<file path="config.mk">
export PLATFORM = sky130hd
export DESIGN_NAME = bmp_rle8_decoder_flat
export DESIGN_NICKNAME = d
export VERILOG_FILES = /design/src/sv/brle8_pkg.sv /design/src/sv/brle8_ifs.sv /design/src/sv/bmp_rle8_decoder.sv /design/src/sv/brle8_ctrl.sv /design/src/sv/brle8_dp.sv /design/src/flat_wrapper.sv
export SDC_FILE = /design/constraint.sdc
export NUM_CORES = 1
export LEC_CHECK = 0
export ABC_CLOCK_PERIOD_IN_PS = 9000
export BUFFER_PORTS_ARGS = -buffer_cell sky130_fd_sc_hd__buf_2
export CORE_UTILIZATION = 60
export DETAILED_ROUTE_END_ITERATION = 10
export GPL_ROUTABILITY_DRIVEN = 0
export HOLD_SLACK_MARGIN = 0.12
export PLACE_DENSITY = 0.77
export SLEW_MARGIN = 40
export SYNTH_ARGS = -nofsm -noshare
export SYNTH_HDL_FRONTEND = slang
export SYNTH_SLANG_ARGS = --single-unit
</file>
<file path="constraint.sdc">
create_clock -name i_clk -period 9 [get_ports i_clk]
set_clock_uncertainty 0.05 [all_clocks]
set_input_delay 0 -clock i_clk [delete_from_list [all_inputs] [get_ports i_clk]]
set_output_delay 0 -clock i_clk [all_outputs]
set_load 0.03 [all_outputs]
</file>
<file path="src/sv/brle8_pkg.sv">
// ----------------------------------------------------------------------------
// brle8_pkg
// Shared widths, register indexes, reset values and control types for the
// BMP RLE8 decoder.
// ----------------------------------------------------------------------------
package brle8_pkg;

    localparam int BYTE_W  = 8;
    localparam int CUR_W   = 11;
    localparam int POS_W   = 10;
    localparam int CFG_IDX_W = 1;

    localparam logic [CUR_W-1:0] MAX_SIDE   = 11'd1024;
    localparam logic [CUR_W-1:0] CUR_MAX    = 11'd2047;
    localparam logic [CUR_W-1:0] WIDTH_MIN  = 11'd8;
    localparam logic [CUR_W-1:0] HEIGHT_MIN = 11'd1;
    localparam logic [CUR_W-1:0] WIDTH_RST  = 11'd320;
    localparam logic [CUR_W-1:0] HEIGHT_RST = 11'd200;

    localparam logic [CFG_IDX_W-1:0] REG_WIDTH  = 1'd0;
    localparam logic [CFG_IDX_W-1:0] REG_HEIGHT = 1'd1;

    localparam logic [BYTE_W-1:0] ESC_EOL   = 8'd0;
    localparam logic [BYTE_W-1:0] ESC_EOB   = 8'd1;
    localparam logic [BYTE_W-1:0] ESC_DELTA = 8'd2;

    typedef struct packed {
        logic load_run;
        logic start_run;
        logic start_lit;
        logic load_lit;
        logic dec_lit;
        logic clear_pad;
        logic load_dx;
        logic apply_delta;
        logic newline;
        logic fill_step;
        logic clear_all;
    } t_cmd;

    typedef struct packed {
        logic run_zero;
        logic lit_one;
        logic pad;
        logic out_free;
        logic fill_done;
    } t_sts;

    function automatic logic [CUR_W-1:0] clamp_side(input logic [CUR_W-1:0] v,
                                                    input logic [CUR_W-1:0] lo);
        logic [CUR_W-1:0] r;
        r = v;
        if (v < lo) r = lo;
        if (v > MAX_SIDE) r = MAX_SIDE;
        return r;
    endfunction

endpackage

</file>
<file path="src/sv/brle8_ifs.sv">
// ----------------------------------------------------------------------------
// brle8 channel interfaces
// Byte input, segment output and register write channels.
// ----------------------------------------------------------------------------
interface brle8_in_if;
    logic                          valid;
    logic                          ready;
    logic [brle8_pkg::BYTE_W-1:0]  data_byte;
    logic                          end_of_data;
    modport source (output valid, data_byte, end_of_data, input ready);
    modport sink   (input valid, data_byte, end_of_data, output ready);
endinterface

interface brle8_out_if;
    logic                          valid;
    logic                          ready;
    logic [brle8_pkg::POS_W-1:0]   row;
    logic [brle8_pkg::POS_W-1:0]   column;
    logic [brle8_pkg::BYTE_W-1:0]  length;
    logic [brle8_pkg::BYTE_W-1:0]  pixel;
    logic                          last;
    modport source (output valid, row, column, length, pixel, last, input ready);
    modport sink   (input valid, row, column, length, pixel, last, output ready);
endinterface

interface brle8_cfg_if;
    logic                             valid;
    logic                             ready;
    logic [brle8_pkg::CFG_IDX_W-1:0]  index;
    logic [brle8_pkg::CUR_W-1:0]      data;
    modport source (output valid, index, data, input ready);
    modport sink   (input valid, index, data, output ready);
endinterface

</file>
<file path="src/sv/bmp_rle8_decoder.sv">
// A segment appears on the output in the cycle after the cycle that cuts it.
// A literal byte is accepted and then filled as a one-pixel segment; a run byte is cut
// into row segments (1 to 33) by the segment splitter, which produces one segment per
// cycle into the output register while that register is free.
// Reset is synchronous, active low: parser and cursor clear, width 320, height 200.
// ----------------------------------------------------------------------------
// bmp_rle8_decoder
// BMP RLE8 stream decoder producing row fill segments.
// ----------------------------------------------------------------------------
module bmp_rle8_decoder (
    input  logic        i_clk,
    input  logic        i_rst_n,
    brle8_in_if.sink    i_in,
    brle8_out_if.source o_out,
    brle8_cfg_if.sink   i_cfg
);

    brle8_pkg::t_cmd w_cmd;
    brle8_pkg::t_sts w_sts;

    brle8_ctrl u_ctrl (
        .i_clk         (i_clk),
        .i_rst_n       (i_rst_n),
        .i_in_valid    (i_in.valid),
        .o_in_ready    (i_in.ready),
        .i_data_byte   (i_in.data_byte),
        .i_end_of_data (i_in.end_of_data),
        .o_cmd         (w_cmd),
        .i_sts         (w_sts)
    );

    brle8_dp u_dp (
        .i_clk       (i_clk),
        .i_rst_n     (i_rst_n),
        .i_data_byte (i_in.data_byte),
        .i_cmd       (w_cmd),
        .o_sts       (w_sts),
        .i_cfg_valid (i_cfg.valid),
        .o_cfg_ready (i_cfg.ready),
        .i_cfg_index (i_cfg.index),
        .i_cfg_data  (i_cfg.data),
        .o_out_valid (o_out.valid),
        .i_out_ready (o_out.ready),
        .o_row       (o_out.row),
        .o_column    (o_out.column),
        .o_length    (o_out.length),
        .o_pixel     (o_out.pixel),
        .o_last      (o_out.last)
    );

endmodule

</file>
<file path="src/sv/brle8_ctrl.sv">
// ----------------------------------------------------------------------------
// brle8_ctrl
// Stream parser state machine; sequences fills one segment per cycle while the output register is free.
// ----------------------------------------------------------------------------
module brle8_ctrl (
    input  logic                         i_clk,
    input  logic                         i_rst_n,
    input  logic                         i_in_valid,
    output logic                         o_in_ready,
    input  logic [brle8_pkg::BYTE_W-1:0] i_data_byte,
    input  logic                         i_end_of_data,
    output brle8_pkg::t_cmd              o_cmd,
    input  brle8_pkg::t_sts              i_sts
);

    localparam logic [2:0] S_COUNT = 3'd0;
    localparam logic [2:0] S_VALUE = 3'd1;
    localparam logic [2:0] S_DX    = 3'd2;
    localparam logic [2:0] S_DY    = 3'd3;
    localparam logic [2:0] S_LIT   = 3'd4;
    localparam logic [2:0] S_PAD   = 3'd5;
    localparam logic [2:0] S_FILL  = 3'd6;

    logic [2:0] r_state, n_state;
    logic [2:0] r_ret, n_ret;
    logic       r_eod, n_eod;
    logic       w_acc;

    assign o_in_ready = (r_state != S_FILL);
    assign w_acc      = i_in_valid && o_in_ready;

    always_comb begin
        n_state = r_state;
        n_ret   = r_ret;
        n_eod   = r_eod;
        o_cmd   = '0;
        if (r_state == S_FILL) begin
            if (i_sts.out_free) begin
                o_cmd.fill_step = 1'b1;
                if (i_sts.fill_done) begin
                    n_state         = r_eod ? S_COUNT : r_ret;
                    o_cmd.clear_all = r_eod;
                    n_eod           = 1'b0;
                end
            end
        end else if (w_acc) begin
            unique case (r_state)
                S_VALUE: begin
                    n_state = S_COUNT;
                    if (!i_sts.run_zero) begin
                        o_cmd.start_run = 1'b1;
                        n_ret           = S_COUNT;
                        n_state         = S_FILL;
                        n_eod           = i_end_of_data;
                    end else if (i_data_byte == brle8_pkg::ESC_EOL) begin
                        o_cmd.newline = 1'b1;
                    end else if (i_data_byte == brle8_pkg::ESC_EOB) begin
                        n_state = S_COUNT;
                    end else if (i_data_byte == brle8_pkg::ESC_DELTA) begin
                        n_state = S_DX;
                    end else begin
                        o_cmd.load_lit = 1'b1;
                        n_state        = S_LIT;
                    end
                end
                S_DX: begin
                    o_cmd.load_dx = 1'b1;
                    n_state       = S_DY;
                end
                S_DY: begin
                    o_cmd.apply_delta = 1'b1;
                    n_state           = S_COUNT;
                end
                S_LIT: begin
                    o_cmd.start_lit = 1'b1;
                    o_cmd.dec_lit   = 1'b1;
                    if (i_sts.lit_one) begin
                        n_ret = i_sts.pad ? S_PAD : S_COUNT;
                    end else begin
                        n_ret = S_LIT;
                    end
                    n_state = S_FILL;
                    n_eod   = i_end_of_data;
                end
                S_PAD: begin
                    o_cmd.clear_pad = 1'b1;
                    n_state         = S_COUNT;
                end
                default: begin
                    o_cmd.load_run = 1'b1;
                    n_state        = S_VALUE;
                end
            endcase
            if (i_end_of_data && n_state != S_FILL) begin
                o_cmd.clear_all = 1'b1;
                n_state         = S_COUNT;
            end
        end
    end

    always_ff @(posedge i_clk) begin
        if (!i_rst_n) begin
            r_state <= S_COUNT;
            r_ret   <= S_COUNT;
            r_eod   <= 1'b0;
        end else begin
            r_state <= n_state;
            r_ret   <= n_ret;
            r_eod   <= n_eod;
        end
    end

endmodule

</file>
<file path="src/sv/brle8_dp.sv">
// ----------------------------------------------------------------------------
// brle8_dp
// Cursor, parser registers, segment splitter and output register.
// ----------------------------------------------------------------------------
module brle8_dp (
    input  logic                            i_clk,
    input  logic                            i_rst_n,
    input  logic [brle8_pkg::BYTE_W-1:0]    i_data_byte,
    input  brle8_pkg::t_cmd                 i_cmd,
    output brle8_pkg::t_sts                 o_sts,
    input  logic                            i_cfg_valid,
    output logic                            o_cfg_ready,
    input  logic [brle8_pkg::CFG_IDX_W-1:0] i_cfg_index,
    input  logic [brle8_pkg::CUR_W-1:0]     i_cfg_data,
    output logic                            o_out_valid,
    input  logic                            i_out_ready,
    output logic [brle8_pkg::POS_W-1:0]     o_row,
    output logic [brle8_pkg::POS_W-1:0]     o_column,
    output logic [brle8_pkg::BYTE_W-1:0]    o_length,
    output logic [brle8_pkg::BYTE_W-1:0]    o_pixel,
    output logic                            o_last
);

    localparam int CW = brle8_pkg::CUR_W;
    localparam int BW = brle8_pkg::BYTE_W;
    localparam int PW = brle8_pkg::POS_W;

    logic [CW-1:0] r_width, r_height;
    logic [BW-1:0] r_run, r_lit, r_dx, r_cnt, r_pix;
    logic          r_pad;
    logic [CW-1:0] r_col, r_row;

    logic          r_ov;
    logic [PW-1:0] r_orow, r_ocol;
    logic [BW-1:0] r_olen, r_opix;
    logic          r_olast;

    logic [CW-1:0] w_hm1, w_nl_row, w_col_e, w_row_e, w_space, w_col_next;
    logic [CW:0]   w_row_inc, w_dcol, w_drow;
    logic [BW-1:0] w_n;
    logic          w_wrap, w_emit, w_done, w_out_free;

    assign o_cfg_ready = 1'b1;

    assign w_hm1     = r_height - 11'd1;
    assign w_row_inc = {1'b0, r_row} + 12'd1;
    assign w_nl_row  = (w_row_inc < {1'b0, w_hm1}) ? w_row_inc[CW-1:0] : w_hm1;

    assign w_wrap     = (r_col >= r_width);
    assign w_col_e    = w_wrap ? '0 : r_col;
    assign w_row_e    = w_wrap ? w_nl_row : r_row;
    assign w_space    = r_width - w_col_e;
    assign w_n        = (w_space > {3'b000, r_cnt}) ? r_cnt : w_space[BW-1:0];
    assign w_emit     = (w_row_e < r_height);
    assign w_done     = (w_n == r_cnt);
    assign w_col_next = w_col_e + {3'b000, w_n};

    assign w_dcol = {1'b0, r_col} + {4'b0000, r_dx};
    assign w_drow = {1'b0, r_row} + {4'b0000, i_data_byte};

    assign w_out_free = !r_ov || i_out_ready;

    assign o_sts.run_zero  = (r_run == '0);
    assign o_sts.lit_one   = (r_lit == 8'd1);
    assign o_sts.pad       = r_pad;
    assign o_sts.out_free  = w_out_free;
    assign o_sts.fill_done = w_done;

    always_ff @(posedge i_clk) begin
        if (!i_rst_n) begin
            r_width  <= brle8_pkg::WIDTH_RST;
            r_height <= brle8_pkg::HEIGHT_RST;
        end else if (i_cfg_valid) begin
            unique case (i_cfg_index)
                brle8_pkg::REG_WIDTH:
                    r_width <= brle8_pkg::clamp_side(i_cfg_data, brle8_pkg::WIDTH_MIN);
                brle8_pkg::REG_HEIGHT:
                    r_height <= brle8_pkg::clamp_side(i_cfg_data, brle8_pkg::HEIGHT_MIN);
                default: ;
            endcase
        end
    end

    always_ff @(posedge i_clk) begin
        if (!i_rst_n) begin
            r_run <= '0;
            r_lit <= '0;
            r_pad <= 1'b0;
            r_dx  <= '0;
            r_col <= '0;
            r_row <= '0;
            r_cnt <= '0;
        end else if (i_cmd.clear_all) begin
            r_run <= '0;
            r_lit <= '0;
            r_pad <= 1'b0;
            r_dx  <= '0;
            r_col <= '0;
            r_row <= '0;
            r_cnt <= '0;
        end else begin
            if (i_cmd.load_run) r_run <= i_data_byte;
            if (i_cmd.load_lit) begin
                r_lit <= i_data_byte;
                r_pad <= i_data_byte[0];
            end
            if (i_cmd.dec_lit)   r_lit <= r_lit - 8'd1;
            if (i_cmd.clear_pad) r_pad <= 1'b0;
            if (i_cmd.load_dx)   r_dx  <= i_data_byte;
            if (i_cmd.start_run) r_cnt <= r_run;
            if (i_cmd.start_lit) r_cnt <= 8'd1;
            if (i_cmd.fill_step) r_cnt <= r_cnt - w_n;
            if (i_cmd.newline) begin
                r_col <= '0;
                r_row <= w_nl_row;
            end
            if (i_cmd.apply_delta) begin
                r_col <= w_dcol[CW] ? brle8_pkg::CUR_MAX : w_dcol[CW-1:0];
                r_row <= w_drow[CW] ? brle8_pkg::CUR_MAX : w_drow[CW-1:0];
            end
            if (i_cmd.fill_step) begin
                r_col <= w_col_next;
                r_row <= w_row_e;
            end
        end
    end

    always_ff @(posedge i_clk) begin
        if (i_cmd.start_run || i_cmd.start_lit) r_pix <= i_data_byte;
    end

    always_ff @(posedge i_clk) begin
        if (!i_rst_n) begin
            r_ov <= 1'b0;
        end else if (i_cmd.fill_step && w_emit) begin
            r_ov <= 1'b1;
        end else if (i_out_ready) begin
            r_ov <= 1'b0;
        end
    end

    always_ff @(posedge i_clk) begin
        if (i_cmd.fill_step && w_emit) begin
            r_orow  <= w_row_e[PW-1:0];
            r_ocol  <= w_col_e[PW-1:0];
            r_olen  <= w_n;
            r_opix  <= r_pix;
            r_olast <= w_done;
        end
    end

    assign o_out_valid = r_ov;
    assign o_row       = r_orow;
    assign o_column    = r_ocol;
    assign o_length    = r_olen;
    assign o_pixel     = r_opix;
    assign o_last      = r_olast;

endmodule

</file>
<file path="src/flat_wrapper.sv">
// flat-port wrapper written by rule: the top's interface ports become plain ports
module bmp_rle8_decoder_flat 
  (i_clk, i_rst_n, i_in_valid, i_in_data_byte, i_in_end_of_data, i_in_ready, o_out_valid, o_out_row, o_out_column, o_out_length, o_out_pixel, o_out_last, o_out_ready, i_cfg_valid, i_cfg_index, i_cfg_data, i_cfg_ready);
  brle8_in_if i_in_i ();
  brle8_out_if o_out_i ();
  brle8_cfg_if i_cfg_i ();
  input  logic i_clk;
  input  logic i_rst_n;
  input wire logic [$bits(i_in_i.valid)-1:0] i_in_valid;
  input wire logic [$bits(i_in_i.data_byte)-1:0] i_in_data_byte;
  input wire logic [$bits(i_in_i.end_of_data)-1:0] i_in_end_of_data;
  output wire logic [$bits(i_in_i.ready)-1:0] i_in_ready;
  output wire logic [$bits(o_out_i.valid)-1:0] o_out_valid;
  output wire logic [$bits(o_out_i.row)-1:0] o_out_row;
  output wire logic [$bits(o_out_i.column)-1:0] o_out_column;
  output wire logic [$bits(o_out_i.length)-1:0] o_out_length;
  output wire logic [$bits(o_out_i.pixel)-1:0] o_out_pixel;
  output wire logic [$bits(o_out_i.last)-1:0] o_out_last;
  input wire logic [$bits(o_out_i.ready)-1:0] o_out_ready;
  input wire logic [$bits(i_cfg_i.valid)-1:0] i_cfg_valid;
  input wire logic [$bits(i_cfg_i.index)-1:0] i_cfg_index;
  input wire logic [$bits(i_cfg_i.data)-1:0] i_cfg_data;
  output wire logic [$bits(i_cfg_i.ready)-1:0] i_cfg_ready;
  assign i_in_i.valid = i_in_valid;
  assign i_in_i.data_byte = i_in_data_byte;
  assign i_in_i.end_of_data = i_in_end_of_data;
  assign i_in_ready = i_in_i.ready;
  assign o_out_valid = o_out_i.valid;
  assign o_out_row = o_out_i.row;
  assign o_out_column = o_out_i.column;
  assign o_out_length = o_out_i.length;
  assign o_out_pixel = o_out_i.pixel;
  assign o_out_last = o_out_i.last;
  assign o_out_i.ready = o_out_ready;
  assign i_cfg_i.valid = i_cfg_valid;
  assign i_cfg_i.index = i_cfg_index;
  assign i_cfg_i.data = i_cfg_data;
  assign i_cfg_ready = i_cfg_i.ready;
  bmp_rle8_decoder u_core (.i_clk(i_clk), .i_rst_n(i_rst_n), .i_in(i_in_i), .o_out(o_out_i), .i_cfg(i_cfg_i));
endmodule
</file>
Yosys cells after proc, flatten, opt, wreduce, memory -nomap -nowiden
Index checks and enable logic that the tools add are counted.
- add/subtract/negate cells: 8
- $mul: 0
- div/mod/pow operators: 0
- $lt $le $gt $ge: 7
- eq/ne operators: 16
- shift-type cells: 0
- mux-type cells: 69
- bitwise logic cells: 3
- reductions and logical operators: 24
- operators by type and width (operator ; number):
    $mux 11 ; 15
    $mux 8 ; 6
    $mux 3 ; 15
    $mux 1 ; 27
    $add 11x8->12 ; 2
    $mux 9 ; 2
    $eq 8x1->1 const B ; 2
    $logic_not 8->1 ; 2
    $add 11x1->12 const B ; 1
    $lt 12x11->1 ; 1
    $pmux 3 s4 ; 1
    $add 11x8->11 ; 1
    $ge 11x11->1 ; 1
    $gt 11x11->1 const B ; 1
    $gt 11x8->1 ; 1
    $lt 11x1->1 const B ; 1
    $lt 11x11->1 ; 1
    $lt 11x4->1 const B ; 1
    $sub 11x1->11 const B ; 1
    $sub 11x11->11 ; 1
    $eq 3x3->1 const B ; 3
    $ne 3x3->1 const B ; 3
    $reduce_bool 3->1 ; 3
    $eq 8x2->1 const B ; 1
    21 further kinds ; 34
- bits in registers: 130
- bits in latches: 0
- bits in writable memories: 0
- ROM bits: 0
- input bits: 26
- output and inout bits: 40
- logic and storage cells: 146
- memories kept: 0

Longest topological paths before layout
- word-level depth: 14
- depth in mapped cells: 35
- depth with buffers taken out: 32

Cells and area by module
Synthesis repeated with hierarchy kept, for this count alone.
- cells, all modules: 1029
- area total of the unflattened synthesis: 9028.7 um^2
- by module, submodules not included (module ; times used ; cells an instance ; area an instance (um^2) ; sequential area each (um^2)):
    brle8_dp ; 1 ; 953 ; 8429.3 ; 2912.8
    brle8_ctrl ; 1 ; 76 ; 599.3 ; 120.1

Least setup slack after synthesis
OpenSTA, ideal clock, no wires.
- kind: reg2reg
- start: register u_core.u_dp.r_width[2]
- end: register u_core.u_dp.r_col[10]
- library setup time: 122 ps
- arrival: 6778 ps
- data required time: 8828 ps
- slack: 2049 ps
- stages on the path, launching flop included: 32
- path buffers: 3
- clock period less this slack: 6951 ps
- cell sequence: dfxtp_1 -> inv_1 -> ha_1 -> a21o_1 -> a31oi_1 -> o21ai_1 -> a21oi_1 -> clkbuf_1 -> buf_1 -> nand2_1 -> ha_1 -> o211ai_1 -> a21oi_1 -> o41ai_2 -> xnor2_1 -> ha_1 -> or4_1 -> a21oi_1 -> nand3_1 -> a21oi_1 -> buf_2 -> a21oi_1 -> ha_1 -> fa_1 -> a21o_1 -> a21oi_1 -> o21ai_0 -> o41ai_1 -> nor2_1 -> xnor2_1 -> a22oi_1 -> a21oi_1
- word-level cells in the longest chain between the ends: 10
- elaborated cells on any way between the ends: 12
- classes of those cells: 2 x add/sub; 2 x order compare; 1 x eq/ne; 6 x mux; 1 x reduce/logical
- RTL lines (element ; line ; text):
    from (decl) ; brle8_dp.sv:28 ; logic [CW-1:0] r_width, r_height;
    from (signal assigned) ; brle8_dp.sv:71 ; r_width <= brle8_pkg::WIDTH_RST;
    from (signal assigned) ; brle8_dp.sv:76 ; r_width <= brle8_pkg::clamp_side(i_cfg_data, brle8_pkg::WIDTH_MIN);
    $ge 11x11->1 ; brle8_dp.sv:49 ; assign w_wrap = (r_col >= r_width);
    $mux 11 ; brle8_dp.sv:50 ; assign w_col_e = w_wrap ? '0 : r_col;
    $sub 11x11->11 (*) ; brle8_dp.sv:52 ; assign w_space = r_width - w_col_e;
    $gt 11x8->1 ; brle8_dp.sv:53 ; assign w_n = (w_space > {3'b000, r_cnt}) ? r_cnt : w_space[BW-1:0];
    $mux 8 (*) ; brle8_dp.sv:53 ;
    via u_core.u_dp.w_n[0] ; brle8_dp.sv:40 ; logic [BW-1:0] w_n;
    branches (longest 5 deep; another with $add 11x8->11) ; - ;
    to (signal assigned) ; brle8_dp.sv:118 ; r_col <= w_dcol[CW] ? brle8_pkg::CUR_MAX : w_dcol[CW-1:0];
    to (signal assigned) ; brle8_dp.sv:122 ; r_col <= w_col_next;
    to (decl) ; brle8_dp.sv:31 ; logic [CW-1:0] r_col, r_row;
Mark *: on every way through the listed nets, which the timed path passes.
A chain may end at the register's enable or synchronous reset.

Worst setup path in the final report
Same ends and word-level chain as after synthesis.

==> impl_metrics.csv <==
group,metric,value,unit
final_layout,fillers,1138,
final_layout,antenna_cells,0,
routing,vias,7928,
global_route,grt_overflow,0,
worst_hold_path,hp-class,"in -> reg",
final_layout,multi_input_area,5330,um^2
cts,clk_path_buf_depth,2,
synthesis,synth.cell_area,8780,um^2
floorplan,die_h,123,um
sta,hold_viol,0,
synthesis,syn_inst,1019,
synthesis,syn-num-nets,1136,
routing,first_iter_violations,703,
synthesis,ys_ff_latch,129,
final_layout,layout-drive-gt1-share,0.107,
cts,clkTransAtPathRegs,60,ps
floorplan,start_util,0.623,
sta,relSlewSlack,0.419,
job,drv_cap,0,
routing,ant_nets,0,
global_route,grt_first_pass_wirelength,36900,um
final_layout,nets,1213,
routing,drtPass1Iterations,6,
synthesis,synth_cell_types,76,
synthesis,async_flop_share,0,
synthesis,yosysSeqAreaShare,0.345,
global_route,antenna_found_initial,0,
power_and_ir_drop,power.leakage,0.00415,uW
sta,setup_viol,0,
critical_path,cp_max_fo,35,
critical_path,endpoint_kind,"flip-flop",
critical_path,start_kind,"flip-flop",
critical_path,critPathKind,"reg -> reg",
power_and_ir_drop,power.density,155,nW/um^2
critical_path,slowest_delay,560,ps
cts,cts_tree,"built",
sta,finalCriticalPeriod,7500,ps
placement,hpwl,16700,um
cts,ctsRootBufferMaster,"clkbuf_16",
final_layout,regArea,3030,um^2
routing,vias_per_cell,6.16,
synthesis,yosys_warnings,0,
floorplan,core,14100,um^2
global_route,grt_pass1_vias,7222,
routing,drc_errors,0,
cts,cts-htree-levels,4,
synthesis,synth_edf_count,45,
critical_path,arrival,7730,ps
routing,wire_per_inst,18.1,um
global_route,grt_max_degree,47,
cts,post_cts_buffers,0,
final_layout,area_growth,14.5,%
sta,fin_tns_setup,0,ps
sta,fin_crit_sh,0.833,
floorplan,io_pins,66,
sta,clock.fmax,0.133,GHz
floorplan,rows,43,
floorplan,die_area,15100,um^2
synthesis,synth_top_flop_cell,"dfxtp_1",
critical_path,critPathRequiredTime,9240,ps
sta,slew_violations,0,
power_and_ir_drop,finalPower,1550,uW
critical_path,critPathMostFrequentCell,"a21oi_1",
sta,worstMarginPinSlew,867,ps
run_status,status,"finished, final reports clean",
cts,cts_made_buffers,17,
routing,routed_wl,23300,um
sta,rsz0062_at_grt,"no",
cts,clk_latency,430,ps
synthesis,synth.avg_cell_area,8.62,um^2
cts,cts_num_sinks,129,
power_and_ir_drop,ir_drop,139,uV
global_route,grt_usage,0.321,
floorplan,fp.dieW,123,um
critical_path,crit_slowest_cell,"o41ai_2",
placement,port_buffers,64,
## critical path: cells and delay by family, from the launching register on
family | cells | cell delay [ps]
AOI/OAI and AO/OA | 16 | 3760
buffers and inverters | 2 | 390
xor gates and xnor gates | 2 | 330
and+or+nand+nor | 4 | 860
DFF | 1 | 360
adders and majority gates | 5 | 1580
## metrics by stage
stage / area, um^2 / hold WS, ps / setup slack, ps / util / std cells
after floorplan: 8780 / 41.3 / 2050 / - / 1019
after global placement: 9230 / 215 / 1440 / 0.655 / 1231
after detailed placement: 9240 / 223 / 1690 / 0.655 / 1231
after CTS: 10000 / 187 / 1610 / 0.713 / 1288
after global routing: 10000 / 249 / 980 / 0.713 / 1288
final: 10000 / 225 / 1500 / 0.713 / 1288
## cell type report
cell class                 count  area share
clock buffer                  19      0.0431
sequential                   129       0.302
timing repair buffer          98      0.0637
tap                          180      0.0224
clock inverter                12      0.0117
multi-input combinational    778       0.530
inverter                      72      0.0269
## cell families after synthesis
group / after synthesis / share of synthesized area
multiplexers: 26 / 0.0299
XOR/XNOR: 48 / 0.0495
other: 1 / 0.000427
flip-flops: 129 / 0.345
adder cells (fa/ha/maj): 91 / 0.134
AO/OA/AOI/OAI: 293 / 0.216
AND/OR/NAND/NOR: 319 / 0.174
buffers and inverters: 112 / 0.0507
## power breakdown
part,internal [uW],switching [uW],total [uW]
sequential,622,19.1,641
combinational,104,153,258
clock,401,254,655
## path summary, 6_finish.rpt
path / startpoint / end / slack, ps / cells after the start
hold / removal: i_cfg_valid / u_core.u_dp.r_height[10] / 230 / 4
hold reg to reg: u_core.u_dp.r_pix[4] / u_core.u_dp.o_pixel[4] / 370 / 0
setup reg to reg: u_core.u_dp.r_width[2] / u_core.u_dp.r_col[10] / 1500 / 29
setup / recovery: u_core.u_dp.r_width[2] / u_core.u_dp.r_col[10] / 1500 / 29
## placed cells by master (no fill, tap or decap), drive strengths merged, types with 6 or more instances in the layout
cell         instances
dlygate4sd3         26
nor2b               11
nor3                23
nand4                9
clkinv               7
nand3               22
nor2               109
a211oi              10
o211ai               9
edfxtp              45
a21o                19
xnor2               32
xor2                15
o21ai               65
mux2i               24
nor4                 8
clkbuf              19
o21a                11
nand2               79
nand2b              14
inv                 72
buf                 72
a31oi               10
dfxtp               84
or2                  7
a22oi               20
or4                  7
and3                 6
nor3b                6
ha                  86
a21oi               93
## Yosys cell counts, drive strengths merged (4+ instances only)
cell | number | share of area
nor2 | 109 | 0.047
a21oi | 93 | 0.053
ha | 86 | 0.12
dfxtp | 84 | 0.19
nand2 | 79 | 0.034
inv | 71 | 0.030
o21ai | 65 | 0.037
edfxtp | 45 | 0.15
xnor2 | 32 | 0.032
clkbuf | 26 | 0.011
mux2i | 24 | 0.027
nor3 | 23 | 0.013
nand3 | 22 | 0.013
a22oi | 20 | 0.017
a21o | 19 | 0.016
xor2 | 15 | 0.015
buf | 14 | 0.0087
nand2b | 14 | 0.010
nor2b | 11 | 0.0078
o21a | 11 | 0.0094
a211oi | 10 | 0.0086
a31oi | 10 | 0.0071
nand4 | 9 | 0.0064
o211ai | 9 | 0.0077
nor4 | 8 | 0.0057
or2 | 7 | 0.0050
or4 | 7 | 0.0060
and3 | 6 | 0.0043
nor3b | 6 | 0.0051
a2111oi | 5 | 0.0051
a221o | 5 | 0.0057
a221oi | 5 | 0.0050
fa | 5 | 0.011
nand3b | 4 | 0.0034
o31a | 4 | 0.0040
o31ai | 4 | 0.0050
o41ai | 4 | 0.0048
## layer usage
metal,vias up,share of wire,track usage
li1,3877,-,-
met1,3650,0.45,0.427
met2,345,0.45,0.510
met3,56,0.072,0.0678
met4,0,0.028,0.121
met5,-,0,0
## state kept, by name, summed over array words and instances (netlist names)
register                 count
u_core.u_ctrl.r_ret          2
u_core.u_dp.r_lit            8
u_core.u_dp.r_pad            1
u_core.u_dp.o_pixel          8
u_core.u_dp.r_pix            8
u_core.u_dp.o_length         8
u_core.u_dp.o_row           10
u_core.u_dp.r_height        11
u_core.u_dp.o_last           1
u_core.u_dp.o_out_valid      1
u_core.u_dp.r_col           11
u_core.u_ctrl.r_eod          1
u_core.u_dp.r_run            8
u_core.u_dp.o_column        10
u_core.u_dp.r_row           11
u_core.u_dp.r_width         11
u_core.u_dp.r_dx             8
u_core.u_dp.r_cnt            8
u_core.u_ctrl.r_state        3
## repair_timing
item	CTS	global route
resized for setup	0	0
hold endpoints to repair	60	0
hold buffers	26	0
Note: power is estimated with default switching activity, not from simulation.
